--- config.mk ---
export PLATFORM = sky130hd
export DESIGN_NAME = ordered_list_delete_by_value
export DESIGN_NICKNAME = d
export VERILOG_FILES = /design/src/rtl/olist_pkg.sv /design/src/rtl/olist_datapath.sv /design/src/rtl/olist_ctrl.sv /design/src/rtl/ordered_list_delete_by_value.sv
export SDC_FILE = /design/constraint.sdc
export NUM_CORES = 1
export LEC_CHECK = 0
export ABC_CLOCK_PERIOD_IN_PS = 4900
export BUFFER_PORTS_ARGS = -buffer_cell sky130_fd_sc_hd__buf_2
export CELL_PAD_IN_SITES_DETAIL_PLACEMENT = 2
export CELL_PAD_IN_SITES_GLOBAL_PLACEMENT = 2
export CORE_UTILIZATION = 45
export CTS_CLUSTER_DIAMETER = 30
export CTS_CLUSTER_SIZE = 28
export DETAILED_ROUTE_END_ITERATION = 7
export GPL_TIMING_DRIVEN = 0
export PLACE_DENSITY = 0.84
export SLEW_MARGIN = 25
export SYNTH_ARGS = -nofsm -noshare
export SYNTH_HDL_FRONTEND = slang
export SYNTH_SLANG_ARGS = --single-unit
--- constraint.sdc ---
create_clock -name i_clk -period 4.9 [get_ports i_clk]
set_input_delay 0.98 -clock i_clk [delete_from_list [all_inputs] [get_ports i_clk]]
set_output_delay 0.98 -clock i_clk [all_outputs]
set_load 0.03 [all_outputs]
--- src/rtl/olist_pkg.sv ---
// ----------------------------------------------------------------------------
// olist_pkg
// Shared constants, codes and controller/datapath interface types for the
// ordered list block.
// ----------------------------------------------------------------------------
package olist_pkg;

    localparam int OL_CAPACITY = 16;

    localparam int CMD_W     = 2;
    localparam int VAL_W     = 32;
    localparam int STS_W     = 2;
    localparam int CNT_OUT_W = 5;

    // command codes
    localparam logic [CMD_W-1:0] CMD_APPEND   = 2'd0;
    localparam logic [CMD_W-1:0] CMD_DELETE   = 2'd1;
    localparam logic [CMD_W-1:0] CMD_TRAVERSE = 2'd2;

    // status codes
    localparam logic [STS_W-1:0] STS_OK        = 2'd0;
    localparam logic [STS_W-1:0] STS_FULL      = 2'd1;
    localparam logic [STS_W-1:0] STS_NOT_FOUND = 2'd2;
    localparam logic [STS_W-1:0] STS_EMPTY     = 2'd3;

    typedef enum logic [2:0] {
        S_IDLE,
        S_SEARCH,
        S_SHIFT,
        S_TRAV,
        S_EXEC
    } t_state;

    // controller -> datapath
    typedef struct packed {
        logic latch;       // take the input word, clear index and match flag
        logic idx_inc;
        logic found_set;
        logic shift_wr;    // mem[idx-1] <= mem[idx]
        logic cnt_dec;
        logic load_item;   // output word carries a stored entry
        logic load_reply;  // output word carries the single reply
    } t_dp_cmd;

    // datapath -> controller
    typedef struct packed {
        logic count_zero;
        logic idx_end;     // index reached the entry count
        logic match;       // entry at index equals the search value
        logic last_item;   // index is the tail entry
        logic can_load;    // output register free or being drained
    } t_dp_sts;

endpackage

--- src/rtl/olist_datapath.sv ---
// ----------------------------------------------------------------------------
// olist_datapath
// Entry memory, count and index registers, compare logic and the output
// register of the ordered list.
// ----------------------------------------------------------------------------
module olist_datapath #(
    parameter int CAPACITY = olist_pkg::OL_CAPACITY
) (
    input  logic                                    i_clk,
    input  logic                                    i_rst_n,
    input  logic [olist_pkg::CMD_W-1:0]             i_in_cmd,
    input  logic [olist_pkg::VAL_W-1:0]             i_in_value,
    input  logic                                    i_m_tready,
    output logic                                    o_m_tvalid,
    output logic [olist_pkg::STS_W-1:0]             o_status,
    output logic [olist_pkg::VAL_W-1:0]             o_out_value,
    output logic                                    o_last,
    output logic [olist_pkg::CNT_OUT_W-1:0]         o_entry_count,
    input  olist_pkg::t_dp_cmd                      i_cmd,
    output olist_pkg::t_dp_sts                      o_sts
);
    import olist_pkg::*;

    localparam int CW = $clog2(CAPACITY + 1);
    localparam int AW = (CAPACITY > 1) ? $clog2(CAPACITY) : 1;

    logic [VAL_W-1:0] r_mem [CAPACITY];
    logic [VAL_W-1:0] r_rd_data;

    logic [CW-1:0]    r_count, n_count;
    logic [CW-1:0]    r_idx, n_idx;
    logic [CMD_W-1:0] r_cmd;
    logic [VAL_W-1:0] r_val;
    logic             r_found;

    logic             r_out_valid;
    logic [STS_W-1:0] r_out_status;
    logic [VAL_W-1:0] r_out_value;
    logic             r_out_last;
    logic [CW-1:0]    r_out_count;

    logic             full;
    logic             app_wr;
    logic [AW-1:0]    rd_addr;
    logic [AW-1:0]    wr_addr;
    logic [VAL_W-1:0] wr_data;
    logic             wr_en;
    logic [STS_W-1:0] reply_status;
    logic [CW+CNT_OUT_W-1:0] count_ext;

    assign full   = (r_count == CW'(CAPACITY));
    assign app_wr = i_cmd.load_reply && (r_cmd == CMD_APPEND) && !full;

    always_comb begin
        if (i_cmd.latch) begin
            n_idx = '0;
        end else if (i_cmd.idx_inc) begin
            n_idx = r_idx + CW'(1);
        end else begin
            n_idx = r_idx;
        end
    end

    always_comb begin
        if (app_wr) begin
            n_count = r_count + CW'(1);
        end else if (i_cmd.cnt_dec) begin
            n_count = r_count - CW'(1);
        end else begin
            n_count = r_count;
        end
    end

    // read where the index moves to; r_rd_data tracks mem[r_idx] below CAPACITY
    assign rd_addr = (n_idx < CW'(CAPACITY)) ? n_idx[AW-1:0] : '0;

    always_comb begin
        wr_en   = i_cmd.shift_wr || app_wr;
        wr_addr = i_cmd.shift_wr ? AW'(r_idx - CW'(1)) : r_count[AW-1:0];
        wr_data = i_cmd.shift_wr ? r_rd_data : r_val;
    end

    always_ff @(posedge i_clk) begin
        if (wr_en) begin
            r_mem[wr_addr] <= wr_data;
        end
        r_rd_data <= r_mem[rd_addr];
    end

    always_comb begin
        case (r_cmd)
            CMD_APPEND:   reply_status = full ? STS_FULL : STS_OK;
            CMD_DELETE:   reply_status = r_found ? STS_OK : STS_NOT_FOUND;
            CMD_TRAVERSE: reply_status = STS_EMPTY;
            default:      reply_status = STS_OK;
        endcase
    end

    always_ff @(posedge i_clk) begin
        if (!i_rst_n) begin
            r_count     <= '0;
            r_idx       <= '0;
            r_found     <= 1'b0;
            r_out_valid <= 1'b0;
        end else begin
            r_count <= n_count;
            r_idx   <= n_idx;
            if (i_cmd.latch) begin
                r_found <= 1'b0;
            end else if (i_cmd.found_set) begin
                r_found <= 1'b1;
            end
            if (i_cmd.load_item || i_cmd.load_reply) begin
                r_out_valid <= 1'b1;
            end else if (i_m_tready) begin
                r_out_valid <= 1'b0;
            end
        end
    end

    always_ff @(posedge i_clk) begin
        if (i_cmd.latch) begin
            r_cmd <= i_in_cmd;
            r_val <= i_in_value;
        end
        if (i_cmd.load_item) begin
            r_out_status <= STS_OK;
            r_out_value  <= r_rd_data;
            r_out_last   <= o_sts.last_item;
            r_out_count  <= r_count;
        end else if (i_cmd.load_reply) begin
            r_out_status <= reply_status;
            r_out_value  <= '0;
            r_out_last   <= 1'b1;
            r_out_count  <= n_count;
        end
    end

    always_comb begin
        o_sts.count_zero = (r_count == '0);
        o_sts.idx_end    = (r_idx >= r_count);
        o_sts.match      = (r_rd_data == r_val);
        o_sts.last_item  = ((r_idx + CW'(1)) == r_count);
        o_sts.can_load   = !r_out_valid || i_m_tready;
    end

    assign count_ext     = {{CNT_OUT_W{1'b0}}, r_out_count};
    assign o_m_tvalid    = r_out_valid;
    assign o_status      = r_out_status;
    assign o_out_value   = r_out_value;
    assign o_last        = r_out_last;
    assign o_entry_count = count_ext[CNT_OUT_W-1:0];

    a_count_bound : assert property (@(posedge i_clk) disable iff (!i_rst_n)
        r_count <= CW'(CAPACITY))
        else $error("entry count above capacity");

    a_dec_nonzero : assert property (@(posedge i_clk) disable iff (!i_rst_n)
        i_cmd.cnt_dec |-> (r_count != '0) && r_found)
        else $error("count decrement without a removed entry");

    a_append_grows : assert property (@(posedge i_clk) disable iff (!i_rst_n)
        app_wr |=> (r_count == $past(r_count) + CW'(1)))
        else $error("append did not grow the list");

    a_one_write : assert property (@(posedge i_clk) disable iff (!i_rst_n)
        !(i_cmd.shift_wr && i_cmd.load_reply))
        else $error("two writes to the entry memory in one cycle");

endmodule

--- src/rtl/olist_ctrl.sv ---
// ----------------------------------------------------------------------------
// olist_ctrl
// Controller state machine: dispatches commands and steps the datapath
// through search, compaction, traversal and reply.
// ----------------------------------------------------------------------------
module olist_ctrl (
    input  logic                        i_clk,
    input  logic                        i_rst_n,
    input  logic                        i_valid,
    input  logic [olist_pkg::CMD_W-1:0] i_in_cmd,
    output logic                        o_ready,
    input  olist_pkg::t_dp_sts          i_sts,
    output olist_pkg::t_dp_cmd          o_cmd
);
    import olist_pkg::*;

    t_state r_state, n_state;

    always_ff @(posedge i_clk) begin
        if (!i_rst_n) begin
            r_state <= S_IDLE;
        end else begin
            r_state <= n_state;
        end
    end

    always_comb begin
        n_state = r_state;
        unique case (r_state)
            S_IDLE: begin
                if (i_valid) begin
                    if (i_in_cmd == CMD_DELETE) begin
                        n_state = S_SEARCH;
                    end else if (i_in_cmd == CMD_TRAVERSE && !i_sts.count_zero) begin
                        n_state = S_TRAV;
                    end else begin
                        n_state = S_EXEC;
                    end
                end
            end
            S_SEARCH: begin
                if (i_sts.idx_end) begin
                    n_state = S_EXEC;
                end else if (i_sts.match) begin
                    n_state = S_SHIFT;
                end
            end
            S_SHIFT: begin
                if (i_sts.idx_end) begin
                    n_state = S_EXEC;
                end
            end
            S_TRAV: begin
                if (i_sts.can_load && i_sts.last_item) begin
                    n_state = S_IDLE;
                end
            end
            S_EXEC: begin
                if (i_sts.can_load) begin
                    n_state = S_IDLE;
                end
            end
            default: n_state = S_IDLE;
        endcase
    end

    always_comb begin
        o_ready = 1'b0;
        o_cmd   = '0;
        unique case (r_state)
            S_IDLE: begin
                o_ready     = 1'b1;
                o_cmd.latch = i_valid;
            end
            S_SEARCH: begin
                o_cmd.idx_inc   = !i_sts.idx_end;
                o_cmd.found_set = !i_sts.idx_end && i_sts.match;
            end
            S_SHIFT: begin
                o_cmd.cnt_dec  = i_sts.idx_end;
                o_cmd.shift_wr = !i_sts.idx_end;
                o_cmd.idx_inc  = !i_sts.idx_end;
            end
            S_TRAV: begin
                o_cmd.load_item = i_sts.can_load;
                o_cmd.idx_inc   = i_sts.can_load;
            end
            S_EXEC: begin
                o_cmd.load_reply = i_sts.can_load;
            end
            default: ;
        endcase
    end

    a_trav_end : assert property (@(posedge i_clk) disable iff (!i_rst_n)
        (r_state == S_TRAV && o_cmd.load_item && i_sts.last_item) |=> (r_state == S_IDLE))
        else $error("traversal did not stop at the tail");

    a_trav_bound : assert property (@(posedge i_clk) disable iff (!i_rst_n)
        (r_state == S_TRAV) |-> !i_sts.idx_end)
        else $error("traversal index ran past the tail");

    a_shift_after_hit : assert property (@(posedge i_clk) disable iff (!i_rst_n)
        $rose(r_state == S_SHIFT) |-> $past(o_cmd.found_set))
        else $error("compaction without a matching entry");

endmodule

--- src/rtl/ordered_list_delete_by_value.sv ---
// ----------------------------------------------------------------------------
// ordered_list_delete_by_value
// Bounded insertion-ordered list of signed 32-bit values with append,
// delete-first-match and traverse commands.
// ----------------------------------------------------------------------------
// One command is worked at a time; the input is ready only between commands.
// Append and the unused code go straight to the reply load. Delete walks the
// stored entries one per cycle through the entry memory (one read and one
// write port), first searching up to the match, then moving each later entry
// one place toward the head, before its reply load. Traverse loads one word
// per cycle while the output side takes them, or a reply with empty status for
// an empty list. The memory walk sets the throughput. The output word
// sits in a register, so a new command is taken while the last word of the
// previous one still waits; a stall on the output side holds the traversal
// and the reply load, while the delete search and compaction run on.
// ----------------------------------------------------------------------------
module ordered_list_delete_by_value #(
    parameter int CAPACITY = olist_pkg::OL_CAPACITY
) (
    input  logic        i_clk,
    input  logic        i_rst_n,
    input  logic        i_s_tvalid,
    output logic        o_s_tready,
    input  logic [31:0] i_s_tdata,   // [31:0] item_value
    input  logic [1:0]  i_s_tuser,   // [1:0] command
    output logic        o_m_tvalid,
    input  logic        i_m_tready,
    output logic [39:0] o_m_tdata,   // [31:0] out_value, [36:32] entry_count, rest zero
    output logic [1:0]  o_m_tuser,   // [1:0] status
    output logic        o_m_tlast    // last_of_run
);
    import olist_pkg::*;

    t_dp_cmd              dp_cmd;
    t_dp_sts              dp_sts;
    logic [VAL_W-1:0]     out_value;
    logic [CNT_OUT_W-1:0] entry_count;

    olist_ctrl u_ctrl (
        .i_clk    (i_clk),
        .i_rst_n  (i_rst_n),
        .i_valid  (i_s_tvalid),
        .i_in_cmd (i_s_tuser),
        .o_ready  (o_s_tready),
        .i_sts    (dp_sts),
        .o_cmd    (dp_cmd)
    );

    olist_datapath #(
        .CAPACITY (CAPACITY)
    ) u_datapath (
        .i_clk         (i_clk),
        .i_rst_n       (i_rst_n),
        .i_in_cmd      (i_s_tuser),
        .i_in_value    (i_s_tdata),
        .i_m_tready    (i_m_tready),
        .o_m_tvalid    (o_m_tvalid),
        .o_status      (o_m_tuser),
        .o_out_value   (out_value),
        .o_last        (o_m_tlast),
        .o_entry_count (entry_count),
        .i_cmd         (dp_cmd),
        .o_sts         (dp_sts)
    );

    assign o_m_tdata = {3'b000, entry_count, out_value};

endmodule
After elaboration in Yosys (flattened, before gate mapping)
Memory sizes are Yosys's and may differ from the RTL's. A register that Yosys moved wholly into a read port is not among the register bits.
Index checks and enable logic that the tools add are counted.
{"block": "totals", "inputBits": 38, "out_inout_bits": 45, "regBits": 89, "elab_cells": 91, "n_memories": 1, "mem_bits_rw": 512}
{"name": "u_datapath.r_mem", "depth": 16, "width": 32, "read_ports": 1, "rd_ports_with_merged_regs": 1, "wr": 1, "line_no": "olist_datapath.sv:27", "source": "logic [VAL_W-1:0] r_mem [CAPACITY];"}
{"block": "op_classes", "n_bitwise": 1, "muxes": 36, "n_reduce_logical": 20, "n_addsub": 4, "eq_ne": 16, "magnitude_cmp": 2}
{"op": "$mux 32", "n": 3}
{"op": "$eq 32x32->1", "n": 1}
{"op": "$mux 5", "n": 6}
{"op": "$mux 3", "n": 8}
{"op": "$pmux 3 s5", "n": 1}
{"op": "$mux 1", "n": 12}
{"op": "$add 5x1->5 const B", "n": 2}
{"op": "$mux 4", "n": 2}
{"op": "$eq 3x2->1 const B", "n": 2}
{"op": "$ne 2x1->1 const B", "n": 3}
{"op": "$pmux 2 s3", "n": 1}
{"op": "$eq 5x5->1", "n": 1}
{"op": "$eq 5x5->1 const B", "n": 1}
{"op": "$ge 5x5->1", "n": 1}
{"op": "$logic_and 1x1->1", "n": 5}
{"op": "$logic_not 5->1", "n": 1}
{"op": "$lt 5x5->1 const B", "n": 1}
{"op": "$reduce_and 5->1", "n": 1}
{"op": "$sub 5x1->5 const B", "n": 1}
{"op": "$eq 2x1->1 const B", "n": 2}
{"op": "$eq 2x2->1 const B", "n": 2}
{"op": "$logic_not 1->1", "n": 4}
{"op": "$mux 2", "n": 2}
{"op": "$reduce_bool 2->1", "n": 2}
{"op": "other kinds (11)", "n": 14}

Depth between registers and ports, before layout
{"block": "depth", "word_depth": 8, "depth_mapped": 13, "ltp_nobuf": 10}

Modules after synthesis
From an unflattened synthesis, not the netlist that was laid out.
{"block": "unflattened", "cells_unflattened": 1618, "hier_area_um2": 24992.7}
{"mod": "olist_datapath", "instances": 1, "area_per_inst_um2": 24652.4, "cells_each": 1571, "seq_area_each_um2": 18457.7}
{"mod": "olist_ctrl", "instances": 1, "area_per_inst_um2": 314.1, "cells_each": 43, "seq_area_each_um2": 60.1}
{"mod": "ordered_list_delete_by_value", "instances": 1, "area_per_inst_um2": 26.3, "cells_each": 4, "seq_area_each_um2": 0.0}

Worst setup path before layout
OpenSTA, ideal clock, no wires.
{"block": "synth_path", "path_type": "reg2reg", "startpoint": "register u_datapath.r_idx[0]", "endpoint": "memory u_datapath.r_mem[15][0], enable pin", "synth_period_minus_slack_ns": 4.481, "arrival_ns": 4.060, "path_slack_ns": 0.419, "t_required_ns": 4.479, "path_stages_with_launch": 12, "setup_ns": 0.421, "path_cell_list": "dfxtp_1 clkinv_1 ha_1 nand2b_4 a2111oi_4 o21bai_1 or2_2 clkbuf_1 clkbuf_1 o21ai_0 nand2_1 nor2_1"}
{"block": "synth_via", "elab_chain_cells": 6, "elab_cells_between_ends": 8, "cone_classes": "add/sub: 1; order compare: 1; mux: 4; reduce/logical: 2"}
{"element": "start, declared", "line_no": "olist_datapath.sv:31", "source": "logic [CW-1:0] r_idx, n_idx;"}
{"element": "start signal, assigned", "line_no": "olist_datapath.sv:107", "source": "r_idx <= n_idx;"}
{"element": "$ge 5x5->1", "line_no": "olist_datapath.sv:141", "source": "o_sts.idx_end = (r_idx >= r_count);"}
{"element": "$logic_not 1->1", "line_no": "olist_ctrl.sv:81", "source": "o_cmd.shift_wr = !i_sts.idx_end;"}
{"element": "$mux 2", "line_no": "olist_ctrl.sv:70", "source": "unique case (r_state)"}
{"element": "$logic_or 1x1->1", "line_no": "olist_datapath.sv:78", "source": "wr_en = i_cmd.shift_wr || app_wr;"}
{"element": "$mux 1", "line_no": "olist_datapath.sv:84", "source": "if (wr_en) begin"}
{"element": "$mux 1 (not written as such)", "line_no": "olist_datapath.sv:85", "source": "r_mem[wr_addr] <= wr_data;"}
{"element": "end, declared", "line_no": "olist_datapath.sv:27"}
Several ways; a longest one is shown, not always the timed one.

Worst setup path after layout
{"block": "layout_path", "startpoint": "register u_datapath.r_count[2]", "endpoint": "register u_datapath.r_rd_data[29], read port of u_datapath.r_mem"}
{"block": "layout_via", "elab_chain_cells": 7}
{"element": "start, declared", "line_no": "olist_datapath.sv:30", "source": "logic [CW-1:0] r_count, n_count;"}
{"element": "start signal, assigned", "line_no": "olist_datapath.sv:106", "source": "r_count <= n_count;"}
{"element": "$ge 5x5->1 (*)", "line_no": "olist_datapath.sv:141"}
{"element": "$logic_not 1->1 (*)", "line_no": "olist_ctrl.sv:76, olist_ctrl.sv:82"}
{"element": "$pmux 1 s2 (*)", "line_no": "olist_ctrl.sv:70"}
{"element": "$mux 5 (*)", "line_no": "olist_datapath.sv:57", "source": "end else if (i_cmd.idx_inc) begin"}
{"element": "$mux 5 (*)", "line_no": "olist_datapath.sv:55", "source": "if (i_cmd.latch) begin"}
{"element": "$lt 5x5->1", "line_no": "olist_datapath.sv:75", "source": "assign rd_addr = (n_idx < CW'(CAPACITY)) ? n_idx[AW-1:0] : '0;"}
{"element": "$mux 4 (*)", "line_no": "olist_datapath.sv:75"}
{"element": "end, declared", "line_no": "olist_datapath.sv:28", "source": "logic [VAL_W-1:0] r_rd_data;"}
Mark *: on every way between the ends. The rest lies on a longest branch, timed or not.
A chain may end at the register's enable or synchronous reset.

==> summary.txt <==
Status
  – Outcome: finished clean

Placed design
  – Port bufs: 78
  – Routability congestion estimate: 0.8256
  – Post-DP HPWL: 61,610 microns
  – Dpl cell area: 0.02698 sq mm

Routing
  – TritonRoute pass-1 iters: 6
  – 1st-iter DRT viols: 3,113
  – Vias: a little under 20k
  – DRC: 0
  – Wire per inst: 47.44 microns
  – Post-DRT Antenna Nets: 0
  – Via density per instance: 7.337
  – Routed WL: 126,300 microns

Global routing
  – Vias in the first global route: roughly 20k
  – First-pass GRT wire length: 172,900 microns
  – GR Overflow Total: 0
  – Initial antenna violation count: 3
  – Largest net degree at the start of global routing: 38
  – Gr usage total: 44.75%

Floorplanning
  – Die span in y: roughly 240 microns
  – Die ar.: 0.05654 sq mm
  – I/O pins: 83
  – Core Area: 0.05499 sq mm
  – Die X: 237.8 microns
  – FP Rows: 86
  – Initial Utilization: 45.50%

Finish
  – Ratio of cells with drive above 1 in the final layout: 26.49%
  – Utilization after layout: 58.42%
  – Design Area, Final: between 0.03 and 0.04 sq mm
  – Final #Nets: 1,843
  – Filler cell count: 4,559
  – Area grow syn2layout: 28.40%

Power and ir drop
  – Total chip power: 22.25 mW
  – IR drop worst, VDD: 364.6 uV
  – Power per cell area: 692.7 mW/mm^2
  – Pleak: about 11 nW

Clock network
  – TritonCTS Buffers: 142
  – Root Driver: clkbuf_16
  – TritonCTS clock tree: done
  – Clk sink count: roughly 630
  – CTS clk-pin slew, worst paths: 0.05 ns
  – Hold Buf Count CTS: 0
  – H-tree Lvls: 4
  – Max Root-Sink Buffers: 3
  – Worst-Skew Late Latency: 0.77 ns

STA
  – Setup violations, final: 0
  – Final period util: approximately 98%
  – Final Hold Viols: 0
  – Final min period: 4.782 ns
  – Fmax: 0.2091 GHz
  – Clk_skew: 0.04944 ns
  – Slew Viols, Final: 0
  – Max_slew headroom: 18.93%
  – RSZ-0062 raised after global routing: false
  – Worst-margin pin slew: 1.216 ns

Setup path
  – Worst-path maximum fanout: 10
  – CP required: 5.53 ns
  – CP startpoint kind: flop
  – Worst EP arrival: roughly 5.4 ns
  – WS Path Type: reg -> reg
  – CP Capture Type: flop

Synthesis
  – Commonest cells post-synth: 584 x edfxtp_1, 161 x and3_1, 129 x a211oi_1
  – Sequential element share of the synthesized area: 74.02%
  – Synth cell types: 65
  – Synth top area cells: edfxtp_1 70%, o221ai_1 4.5%, and3_1 4.0%
  – Post-synth EDFFs: 584
  – Yosys top cell area share: 70.10%
  – Cell count after synthesis: roughly 1.5k
  – Ys Warns: 0
  – Asr flop ratio synth: 0%
  – Synth Flop Type: edfxtp_1
  – Cell with the most instances after synthesis: edfxtp_1
  – Leading area contributor after synthesis: edfxtp_1
  – Mapped cell area: 0.02502 sq mm
  – Synthesis-stage register bit count: about 630
  – Syn_area_per_cell: 16.34 sq um

Job
  – # Max-Cap Violations: 0

Hold path
  – Hold WC Path Type: in -> reg
kinds of logic after synthesis:
| logic type | share of synthesized area [%] |
|---|---|
| and+or+nand+nor | 6.162 |
| xor gates and xnor gates | 1.680 |
| DFF | 74.02 |
| adders and majority gates | 0.4501 |
| AOI/OAI and AO/OA | 11.46 |
| muxes | 3.491 |
| other | 0.01499 |
| buffers and inverters | 2.721 |
per-layer routing:
layer | vias up | track usage [%] | share of wire [%] | wire (microns)
met5 | - | 0 | 0.0095 | 12
met4 | 2 | 32.22 | 8.0 | 10080
met3 | 638 | 11.59 | 11 | 14520
met2 | 2045 | 69.74 | 46 | 57640
met1 | 9967 | 54.14 | 35 | 44080
li1 | 6886 | - | - | -
per-stage QoR:
stage | std cells | setup TNS [ns] | setup WS [ns] | hold WS [ns]
6_report | 2663 | 0 | 0.1175 | 0.3929
5_1_grt | 2662 | 0 | 0.09294 | 0.4102
4_1_cts | 2659 | 0 | 0.01743 | 0.3898
3_5_place_dp | 2381 | -22.45 | -0.2722 | 0.4899
3_3_place_gp | 2359 | -846.87 | -1.901 | 0.4533
2_1_floorplan | 1533 | 0 | 0.4190 | 0.4418
layout make-up:
| class | count | area [sq um] | share of cell area, % |
|---|---|---|---|
| diodes | 1 | 2.502 | 0.007790 |
| plain buffers | 123 | 641.9 | 1.998 |
| clock buffers | 173 | 3782 | 11.78 |
| clock inverters | 89 | 1039 | 3.233 |
| inverters | 11 | 46.29 | 0.1441 |
| multi-input cells | 766 | 5964 | 18.57 |
| flip-flops and latches | 633 | 18520 | 57.65 |
| well taps | 748 | 935.9 | 2.914 |
| repair buffers | 119 | 1191 | 3.708 |
final timing paths:
| path | startpoint | to | slack, ns | cells past startpoint |
|---|---|---|---|---|
| worst min-delay path | i_s_tdata[10] | u_datapath.r_val[10]$_DFFE_PP_ | 0.39 | 1 |
| worst min register to register | u_datapath.o_status[1]$_SDFFE_PP0P_ | u_datapath.o_status[1]$_SDFFE_PP0P_ | 0.53 | 2 |
| worst max register to register | u_datapath.r_count[2]$_SDFF_PN0_ | u_datapath.r_rd_data[29]$_DFF_P_ | 0.12 | 13 |
| worst max-delay path | u_datapath.r_count[2]$_SDFF_PN0_ | u_datapath.r_rd_data[29]$_DFF_P_ | 0.12 | 13 |
worst max-delay path, stage by stage, from the launching register on:
cell,delay [ns]
dfxtp_1,0.33
clkbuf_1,0.42
inv_1,0.12
ha_1,0.31
o21a_1,0.15
o21ai_1,0.11
o21ai_1,0.59
nand4_2,0.30
buf_2,0.38
clkbuf_1,0.38
and3_1,0.36
a211oi_1,0.67
o22ai_1,0.24
mux2_4,0.31
timing repair:
item,CTS,global route
pin swaps,11,1
buffers inserted,16,2
setup endpoints to repair,470,509
resized for setup,2,8
sequential cells by signal, summed over array words and instances, names as in the netlist:
name and flops:
u_datapath.r_rd_data 32, u_datapath.o_entry_count 5, u_datapath.r_found 1, u_datapath.r_cmd 2, u_datapath.r_idx 5, u_datapath.r_mem 512, u_datapath.o_out_value 32, u_ctrl.r_state 3
u_datapath.r_count 5, u_datapath.o_status 2, u_datapath.o_m_tvalid 1, u_datapath.r_val 32, u_datapath.o_last 1
layout by cell type (no fill, tap or decap), types with 6 or more instances in the layout:
master	netlist	final
o22ai_1	64	64
mux2_4	31	31
bufinv_16	0	19
nand4_1	9	9
xnor2_1	42	42
nand3_1	10	10
o221ai_1	128	128
and2_1	6	6
buf_2	35	113
nor2_4	0	16
a211oi_1	129	129
nor2_1	37	21
mux2_2	35	35
buf_16	0	9
edfxtp_1	584	584
xor2_1	6	6
buf_6	12	12
dfxtp_1	49	48
clkinv_2	1	30
clkbuf_8	0	7
ha_1	9	9
clkinvlp_4	0	7
inv_1	8	8
buf_4	11	18
clkbuf_1	60	80
clkbuf_16	0	144
nand2_1	23	22
and3_1	161	161
nor3_1	6	6
buf_12	0	25
o21ai_0	9	7
clkinv_1	1	16
a21oi_1	6	6
inv_6	0	9
where the power goes:
part           internal (mW)  total [mW]  leakage (nW)  switching [mW]
clock network           6.51        10.3          2.36            3.78
logic                   1.16        4.71          3.13            3.56
registers               6.77        7.25          5.69           0.478
total                   14.4        22.3          11.2            7.81
No activity file was read; power rests on OpenSTA's default activity.
